==> config.mk <==
export PLATFORM = sky130hd
export DESIGN_NAME = lzom_ctrl
export DESIGN_NICKNAME = d
export VERILOG_FILES = /design/src/rtl/lzom_pkg.sv /design/src/rtl/lzom_ctrl.sv
export SDC_FILE = /design/constraint.sdc
export NUM_CORES = 1
export LEC_CHECK = 0
export ABC_AREA = 1
export BUFFER_PORTS_ARGS = -buffer_cell sky130_fd_sc_hd__buf_2
export CELL_PAD_IN_SITES_DETAIL_PLACEMENT = 0
export CELL_PAD_IN_SITES_GLOBAL_PLACEMENT = 1
export CORE_MARGIN = 2
export CORE_UTILIZATION = 27
export DETAILED_ROUTE_END_ITERATION = 7
export PLACE_DENSITY = 0.88
export SLEW_MARGIN = 20
export SYNTH_ARGS = -nofsm -noshare
export SYNTH_HDL_FRONTEND = slang
export SYNTH_SLANG_ARGS = --single-unit
==> constraint.sdc <==
create_clock -name clock -period 2.43 [get_ports clock]
set_input_delay 0.1215 -clock clock [delete_from_list [all_inputs] [get_ports clock]]
set_output_delay 0.1215 -clock clock [all_outputs]
set_load 0.005 [all_outputs]
==> src/rtl/lzom_pkg.sv <==
// ----------------------------------------------------------------------------
// Layer z-order manager package
//
// Shared field widths, operation and status codes, controller states and the
// command and status groups that pass between the controller and the datapath.
// ----------------------------------------------------------------------------
package lzom_pkg;

   localparam int MAX_LAYERS_DEFAULT = 256;

   localparam int FUNC_W       = 2;
   localparam int LAYER_W      = 8;
   localparam int HEIGHT_W     = 11;
   localparam int NEW_HEIGHT_W = 9;
   localparam int COUNT_W      = 9;

   localparam logic [FUNC_W-1:0] FUNC_ALLOC = 2'd0;
   localparam logic [FUNC_W-1:0] FUNC_SET   = 2'd1;
   localparam logic [FUNC_W-1:0] FUNC_FREE  = 2'd2;

   localparam logic STATUS_OK   = 1'b0;
   localparam logic STATUS_FULL = 1'b1;

   typedef enum logic [3:0] {
      ST_CLEAR,
      ST_IDLE,
      ST_LOOK,
      ST_DECIDE,
      ST_SCAN_RD,
      ST_SCAN_CHK,
      ST_SHIFT_RD,
      ST_SHIFT_WR,
      ST_FINISH,
      ST_RESP
   } lzom_state_type;

   typedef struct packed {
      logic clear_wr;
      logic capture;
      logic look;
      logic decide;
      logic scan_rd;
      logic scan_chk;
      logic shift_rd;
      logic shift_wr;
      logic finish;
   } lzom_cmd_type;

   typedef struct packed {
      logic clear_last;
      logic is_alloc;
      logic move;
      logic fin;
      logic scan_done;
      logic shift_done;
   } lzom_stat_type;

endpackage

==> src/rtl/lzom_ctrl.sv <==
// ----------------------------------------------------------------------------
// Layer z-order manager controller
//
// State machine that sequences the clearing pass, the lookup, the pool scan,
// the order table shift and the result transfer.
// ----------------------------------------------------------------------------
module lzom_ctrl (
   input  logic                    clock,
   input  logic                    reset,
   input  logic                    req_valid,
   output logic                    req_stall,
   output logic                    rsp_valid,
   input  logic                    rsp_stall,
   input  lzom_pkg::lzom_stat_type stat,
   output lzom_pkg::lzom_cmd_type  cmd
);

   lzom_pkg::lzom_state_type state_ff, state_in;

   always_ff @(posedge clock) begin
      if (reset) begin
         state_ff <= lzom_pkg::ST_CLEAR;
      end else begin
         state_ff <= state_in;
      end
   end

   always_comb begin
      state_in = state_ff;
      unique case (state_ff)
         lzom_pkg::ST_CLEAR: begin
            if (stat.clear_last) state_in = lzom_pkg::ST_IDLE;
         end
         lzom_pkg::ST_IDLE: begin
            if (req_valid) state_in = lzom_pkg::ST_LOOK;
         end
         lzom_pkg::ST_LOOK: begin
            state_in = lzom_pkg::ST_DECIDE;
         end
         lzom_pkg::ST_DECIDE: begin
            priority if (stat.is_alloc) state_in = lzom_pkg::ST_SCAN_RD;
            else if (stat.move)         state_in = lzom_pkg::ST_SHIFT_RD;
            else if (stat.fin)          state_in = lzom_pkg::ST_FINISH;
            else                        state_in = lzom_pkg::ST_RESP;
         end
         lzom_pkg::ST_SCAN_RD: begin
            state_in = lzom_pkg::ST_SCAN_CHK;
         end
         lzom_pkg::ST_SCAN_CHK: begin
            state_in = stat.scan_done ? lzom_pkg::ST_RESP : lzom_pkg::ST_SCAN_RD;
         end
         lzom_pkg::ST_SHIFT_RD: begin
            state_in = stat.shift_done ? lzom_pkg::ST_FINISH : lzom_pkg::ST_SHIFT_WR;
         end
         lzom_pkg::ST_SHIFT_WR: begin
            state_in = lzom_pkg::ST_SHIFT_RD;
         end
         lzom_pkg::ST_FINISH: begin
            state_in = lzom_pkg::ST_RESP;
         end
         lzom_pkg::ST_RESP: begin
            if (!rsp_stall) state_in = lzom_pkg::ST_IDLE;
         end
         default: begin
            state_in = lzom_pkg::ST_IDLE;
         end
      endcase
   end

   always_comb begin
      cmd       = '0;
      req_stall = 1'b1;
      rsp_valid = 1'b0;
      unique case (state_ff)
         lzom_pkg::ST_CLEAR:    cmd.clear_wr = 1'b1;
         lzom_pkg::ST_IDLE: begin
            req_stall   = 1'b0;
            cmd.capture = req_valid;
         end
         lzom_pkg::ST_LOOK:     cmd.look     = 1'b1;
         lzom_pkg::ST_DECIDE:   cmd.decide   = 1'b1;
         lzom_pkg::ST_SCAN_RD:  cmd.scan_rd  = 1'b1;
         lzom_pkg::ST_SCAN_CHK: cmd.scan_chk = 1'b1;
         lzom_pkg::ST_SHIFT_RD: cmd.shift_rd = !stat.shift_done;
         lzom_pkg::ST_SHIFT_WR: cmd.shift_wr = 1'b1;
         lzom_pkg::ST_FINISH:   cmd.finish   = 1'b1;
         lzom_pkg::ST_RESP:     rsp_valid    = 1'b1;
         default: begin
            cmd = '0;
         end
      endcase
   end

endmodule

# ---- Word-level counts from Yosys, hierarchy flattened
# Index checks and enable logic that the tools add are counted.
dict set report word_totals {
  input_bits 10
  n_memories 0
  regBits 4
  ram_bits 0
  romBits 0
  out_inout_bits 11
  latchBits 0
  word_cells 36
}
dict set report classes {
  magnitude_cmp 0
  n_addsub 0
  n_mux 20
  n_shift 0
  div 0
  n_eq_ne 12
  reduce_logical 3
  multipliers 0
  bitwise_logic 0
}
# operator count
set ops {}
lappend ops {{$pmux W4 S10} 1}
lappend ops {{$mux W4} 7}
lappend ops {{$eq A4 B3 Y1 const B} 4}
lappend ops {{$mux W1} 12}
lappend ops {{$eq A4 B2 Y1 const B} 2}
lappend ops {{$eq A4 B4 Y1 const B} 2}
lappend ops {{$ne A2 B2 Y1 const B} 3}
lappend ops {{$eq A4 B1 Y1 const B} 1}
lappend ops {{$logic_not A4 Y1} 1}
lappend ops {{$reduce_and A3 Y1} 1}
lappend ops {{$logic_not A1 Y1} 1}

# ---- Longest topological paths before layout
# Gate-level depths: netlist of the first run.
dict set report depth {
  depth_word 4
  ltp_mapped 8
  ltp_nobuf 8
}

# ---- Worst setup path before layout of the first run
# No wires, ideal clock.
dict set report synth_timing {
  path_type {flip-flop to flip-flop}
  from {reg state_ff[1]}
  to {reg state_ff[0]}
  path_slack_ps 1444
  period_less_slack_ps 986
  setup_ps 109
  stages_incl_launch_ff 8
  n_path_buf 0
  arrival_time_ps 877
  t_required_ps 2321
  cell_sequence {dfxtp_1 -> nor2_1 -> nand3b_1 -> nand2_1 -> nor2_2 -> nand3_1 -> nand2_1 -> inv_1}
}
dict set report synth_between {
  elab_chain_len 3
  word_cells_on_any_way 15
  cone_classes {eq/ne: 12; mux: 1; reduce/logical: 2}
}
# element line
set synth_rtl {}
lappend synth_rtl {{start: declaration} lzom_ctrl.sv:18} ;# lzom_pkg::lzom_state_type state_ff, state_in;
lappend synth_rtl {{start signal: assignment} lzom_ctrl.sv:22} ;# state_ff <= lzom_pkg::ST_CLEAR;
lappend synth_rtl {{start signal: assignment} lzom_ctrl.sv:24} ;# state_ff <= state_in;
lappend synth_rtl {{$eq A4 B4 Y1 (tied with other cells)} lzom_ctrl.sv:30} ;# unique case (state_ff)
lappend synth_rtl {{$ne A2 B2 Y1 (no source line)} -}
lappend synth_rtl {{$reduce_and A3 Y1 (no source line)} -}
# Parallel ways exist; a longest one is shown, timed or not.
# A chain may end at the register's enable or synchronous reset.

==> results of run 1 <==
## metrics by stage
| stage | instance area [um^2] | util |
|---|---|---|
| after global routing | 529 | 0.402 |
| after global placement | 507 | 0.385 |
| after CTS | 529 | 0.402 |
| final | 529 | 0.402 |
| after floorplan | 388 | - |
| after detailed placement | 507 | 0.385 |
## routing by layer
layer / vias to the layer above / share of wire / track usage / wire length (um)
li1: 264 / - / - / -
met1: 209 / 0.45 / 0.161 / 445
met2: 20 / 0.45 / 0.188 / 450
met3: 2 / 0.074 / 0.0174 / 73
met4: 0 / 0.022 / 0.0774 / 22
met5: - / 0 / 0 / 0
## logic make-up after synthesis
group | Yosys count
buffers and inverters | 16
AO/OA/AOI/OAI | 5
AND/OR/NAND/NOR | 46
flip-flops | 4
## worst max-delay path: stages (launching register included)
cell	delay, ns
dfxtp_1	0.42
nand2_1	0.11
nor2_1	0.17
inv_1	0.07
nor2_1	0.08
buf_2	0.11
## layout make-up
class	instances	area, um^2	share of cell area
Clock buffer	3	22.5	0.0426
Sequential cell	4	80.1	0.151
Tap cell	15	18.8	0.0355
Timing Repair Buffer	20	100	0.189
Inverter	16	60.1	0.113
Multi-Input combinational cell	51	248	0.468
## layout by cell type (no fill, tap or decap), drive strengths merged
cell type and n:
nor2 22, buf 20, inv 16, nand2 13, nand3 6, dfxtp 4
nand3b 3, clkbuf 3, nor3 2, o21ai 2, a21oi 1, o211ai 1
a31oi 1
## power by group through the flow
stage | sequential (uW) | clock [uW] | combinational (uW)
finish | 83.6 | 81.8 | 105
global route | 85.1 | 85.9 | 123
CTS | 83.4 | 84.8 | 106
detailed placement | 84.5 | 0 | 105
global placement | 84.1 | 0 | 106
floorplan | 82.2 | 0 | 71.2
## path summary, 6_finish.rpt
path,start,end,slack (ns)
max reg2reg,state_ff[2],state_ff[0],1.29
max,state_ff[0],cmd[7],1.11
min reg2reg,state_ff[1],state_ff[2],0.65
min,reset,state_ff[1],0.1
==> reports/qor.yml, run 1 <==
grt_max_degree: 7
ant_nets: 0
netlist_area_um2: 388
yosys-top-cells-area: "dfxtp_1, nor2_1, inv_1"
synthesis.nets: 81
ys_seq_area_frac: 0.206
switching_share: 0.371
slew_headroom: 0.836
p_comb_frac: 0.389
insertedDiodeCount: 0
fin_skew_ns: 0.00479
synth_xor_area_frac: 0
critPathKind: "flip-flop to output pin"
hold_viol_final: 0
clock_path_buffers: 2
dp.cells: 106
worstPathRequired_ns: 2.31
die-area_um2: 1760
p_switching_uw: 101
synth-compound-area-share: 0.0742
crit_path_start_kind: "flip-flop"
hold_path_depth: 2
detail_route.wl_per_cell_um: 9.10
worst_slew_pin_slew_ns: 0.245
wl_um: 992
largest_reg_flops: 4
powerDensity_nw_per_um2: 511
synthMuxAreaShare: 0
synth_edf_count: 0
synth.most_common_cell: "nor2_1"
fin_crit_sh: 0.543
largest-register: "state_ff"
die_h_um: 41.9
post_cts_resized: 0
ctsHoldBuffers: 0
largestRegisters: "state_ff (4)"
postSynth.asyncResetShare: 0
grt_util_all_layers: 0.123
ys_types: 15
cts_buffers: 3
synth_top_family_by_area: "simple AND/OR/NAND/NOR gates"
first_pass_iters: 4
tns_ns: 0
yosys_most_used_dff: "dfxtp_1"
layout-drive-gt1-share: 0.351
via_per_inst: 4.54
hold_ws_ns: 0.0953
ioPinCount: 21
rows: 13
pwr-share-clk: 0.302
status: "completed"
fin_cells: 109
cts_setup_buffers: 0
internal_power_uw: 170
drc: 0
area_growth_pct: 36.5
gp_congestion: 0.771
netlist_top_cells_count: "nor2_1, inv_1, nand2_1"
drt_iter0_markers: 21
seqPwrFrac: 0.309
setup_viol: 0
total_power_uw: 271
yosysTopAreaCell: "dfxtp_1"
cts_root_buf: "clkbuf_4"
clock_latency_ns: 0.24
synth_top_area_share: 0.206
path_clk_slew_ns: 0.04
r2r_cells: 8
synth-simple-area-share: 0.565
fillers: 154
rsz0062_at_grt: "false"
clock_sinks: 4
htreeDepth: 1
io_buffer_count: 20
setup_ws_ns: 1.11
period_needed_ns: 1.32
start_util: 0.294
gr-total-overflow: 0
max_freq_mhz: 758
arrival_ns: 1.20
worstSetupEndpointType: "output pin"
avgSynthCellArea_um2: 5.46
ys_ff_latch: 4
cts_tree: "done"
power_leakage_uw: 0.000326
core_um2: 1320
fp.dieW_um: 41.9
synth_adder_area_share: 0
hpwl_um: 851
finalMaxSlewViolations: 0
antenna_found_initial: 0
grt_pass1_wl_mm: 1.70
nets: 106
hold_class: "input port to flip-flop"
yosys_warnings: 0
vias: 495
drv_cap: 0
place_ws_ns: 1.31
crit_fanout: 6
vdd_drop_max_v: 0.000225
syn_inst: 71
grt_pass1_vias: 428
No activity file was read; power rests on OpenSTA's default activity.
==> run 2: changes to the inputs <==
--- a/config.mk
+++ b/config.mk
@@ -10,9 +10,9 @@
 export CELL_PAD_IN_SITES_DETAIL_PLACEMENT = 0
 export CELL_PAD_IN_SITES_GLOBAL_PLACEMENT = 1
 export CORE_MARGIN = 2
-export CORE_UTILIZATION = 27
+export CORE_UTILIZATION = 23
 export DETAILED_ROUTE_END_ITERATION = 7
-export PLACE_DENSITY = 0.88
+export PLACE_DENSITY = 0.81
 export SLEW_MARGIN = 20
 export SYNTH_ARGS = -nofsm -noshare
 export SYNTH_HDL_FRONTEND = slang
==> constraint.sdc (replaced) <==
create_clock -name clock -period 1.2 [get_ports clock]
set_input_delay 0.06 -clock clock [delete_from_list [all_inputs] [get_ports clock]]
set_output_delay 0.06 -clock clock [all_outputs]
set_load 0.005 [all_outputs]
==> reports/qor.yml, run 2 (same netlist as run 1, synthesis figures left out) <==
hold_ws_ns: 0.0283  # was 0.0953 ns
io_buffer_count: 20  # unchanged
largest-register: "state_ff"  # unchanged
worst_slew_pin_slew_ns: 0.249  # was 0.245 ns
drc: 0  # unchanged
gr-total-overflow: 0  # unchanged
rsz0062_at_grt: "true"  # was false
detail_route.wl_per_cell_um: 9.68  # was 9.10 um
cp_top_family: "flip-flops"  # unchanged
hold_class: "input port to flip-flop"  # unchanged
final_common_cell: "buf_2"  # unchanged
holdPathEnd: "state_ff[1]"  # unchanged
setup_viol: 0  # unchanged
arrival_ns: 1.10  # was 1.20 ns
crit_slowest_cell: "dfxtp_2"  # was dfxtp_1
final_area_um2: 561  # was 529 um^2
ant_nets: 0  # unchanged
hold_viol_final: 0  # unchanged
layout-drive-gt1-share: 0.442  # was 0.351
cts_tree: "done"  # unchanged
period_needed_ns: 1.16
path_clk_slew_ns: 0.04  # about the same
via_per_inst: 4.54  # about the same
fin_crit_sh: 0.967
clock_sinks: 4  # unchanged
wl_mm: 1.07  # was 992 um
first_pass_iters: 4  # unchanged
clock_latency_ns: 0.24  # about the same
nets: 107  # was 106
largestRegisters: "state_ff (4)"  # unchanged
grt_pass1_vias: 412  # was 428
cts_buffers: 3  # unchanged
cp_cell_sequence: "inv_2 > nand2_4 > nor2_4 > inv_1 > nor2_1 > buf_2"  # was nand2_1 > nor2_1 > inv_1 > nor2_1 > buf_2
cts_root_buf: "clkbuf_4"  # unchanged
ctsHoldBuffers: 0  # unchanged
vias: 504  # was 495
powerDensity_nw_per_um2: 1040  # was 511 nW/um^2
core_um2: 1540  # was 1320 um^2
die-area_um2: 2030  # was 1760 um^2
vdd_drop_max_v: 0.000320  # was 0.000225 V
setup_ws_ns: 0.0390  # was 1.11 ns
hpwl_um: 902  # was 851 um
worstPathRequired_ns: 1.14  # was 2.31 ns
place_area_um2: 508  # was 507 um^2
fp.dieW_um: 45.1  # was 41.9 um
ioPinCount: 21  # unchanged
rows: 14  # was 13
r2r_cells: 8  # unchanged
p_switching_uw: 223  # was 101 uW
cp_num_buf_inv: 3  # was 2
regToRegSetupSlack_ns: 0.09  # was 1.29 ns
hold_path.startpoint: "reset"  # unchanged
drv_cap: 0  # unchanged
status: "completed"  # unchanged
power_leakage_uw: 0.000336  # was 0.000326 uW
grt_util_all_layers: 0.114  # was 0.123
p_comb_frac: 0.407  # was 0.389
finalMaxSlewViolations: 0  # unchanged
antenna_found_initial: 0  # unchanged
insertedDiodeCount: 0  # unchanged
start_util: 0.252  # was 0.294
worstSetupEndpointType: "output pin"  # unchanged
crit_fanout: 5  # was 6
max_freq_mhz: 861
die_h_um: 45.1  # was 41.9 um
drt_iter0_markers: 8  # was 21
place_ws_ns: 0.0664  # was 1.31 ns
clock_path_buffers: 2  # unchanged
total_power_uw: 586  # was 271 uW
grt_pass1_wl_mm: 1.59  # was 1.70 mm
largest_reg_flops: 4  # unchanged
slew_headroom: 0.833  # was 0.836
internal_power_uw: 363  # was 170 uW
seqPwrFrac: 0.297  # was 0.309
rr_startpoint: "state_ff[1]"  # was state_ff[2]
critPathKind: "flip-flop to output pin"  # unchanged
grt_max_degree: 7  # unchanged
r2r_end: "state_ff[1]"  # was state_ff[0]
gp_congestion: 0.799  # was 0.771
post-route-util: 0.364  # was 0.402
fin_skew_ns: 0.00662  # was 0.00479 ns
slowest_delay_ns: 0.33  # was 0.42 ns
htreeDepth: 1  # unchanged
area_growth_pct: 44.5  # was 36.5%
switching_share: 0.381  # was 0.371
crit_path_start_kind: "flip-flop"  # unchanged
pwr-share-clk: 0.296  # was 0.302
final_cell_mix: "buf_2, inv_1, nand2_1, nor2_1, nor2_2"  # was buf_2, nor2_1, inv_1
hold_path_depth: 2  # unchanged
==> run 2: what timing repair did <==
action | in CTS | in global routing
gates resized for setup | 7 | 3
gates cloned | 0 | 0
endpoints found under the setup margin | 4 | 7
pin swaps | 0 | 1
buffers inserted | 0 | 1
==> run 2: how the worst max path moves through the flow <==
stage | slack (ns) | to | startpoint | cells past startpoint
finish | 0.04 | cmd[7] | state_ff[3] | 6
detailed placement | 0.07 | state_ff[0] | state_ff[0] | 8
global route | -0.04 | cmd[7] | state_ff[3] | 6
global placement | 0.07 | state_ff[1] | state_ff[0] | 7
CTS | 0.007 | cmd[4] | state_ff[1] | 4
floorplan | 0.21 | state_ff[0] | state_ff[1] | 7
==> run 2: worst reg2reg max path, delay by kind of cell, from the launching register on <==
kind          cells  cell delay [ns]
simple gates      6             0.45
buf+inv           2             0.20
flops             1             0.37
==> run 2: metrics by stage <==
| stage | TNS, ns | instances |
|---|---|---|
| global placement | 0 | 107 |
| CTS | 0 | 110 |
| global route | -0.0588 | 111 |
| detailed placement | 0 | 107 |
| floorplan | 0 | 71 |
| finish | 0 | 111 |
==> run 2: routing by layer <==
metal,up-vias,part of all wire,track usage
met5,-,0,0
met4,0,0.046,0.106
met3,5,0.077,0.0160
met2,20,0.43,0.171
met1,213,0.45,0.139
li1,266,-,-
==> run 2: cell type report <==
cell class              count  area [um^2]
fillers                   188          981
inverters                  16         60.1
multi-input cells          51          265
well taps                  16         20.0
clock buffers               3         22.5
flip-flops and latches      4         85.1
repair buffers             21          108
==> run 2: power groups by stage <==
stage / clock network, uW / logic [uW] / registers (uW)
3_5_place_dp: 0 / 215 / 171
5_1_grt: 177 / 270 / 176
3_3_place_gp: 0 / 214 / 170
4_1_cts: 178 / 229 / 172
6_report: 174 / 238 / 174
2_1_floorplan: 0 / 144 / 166
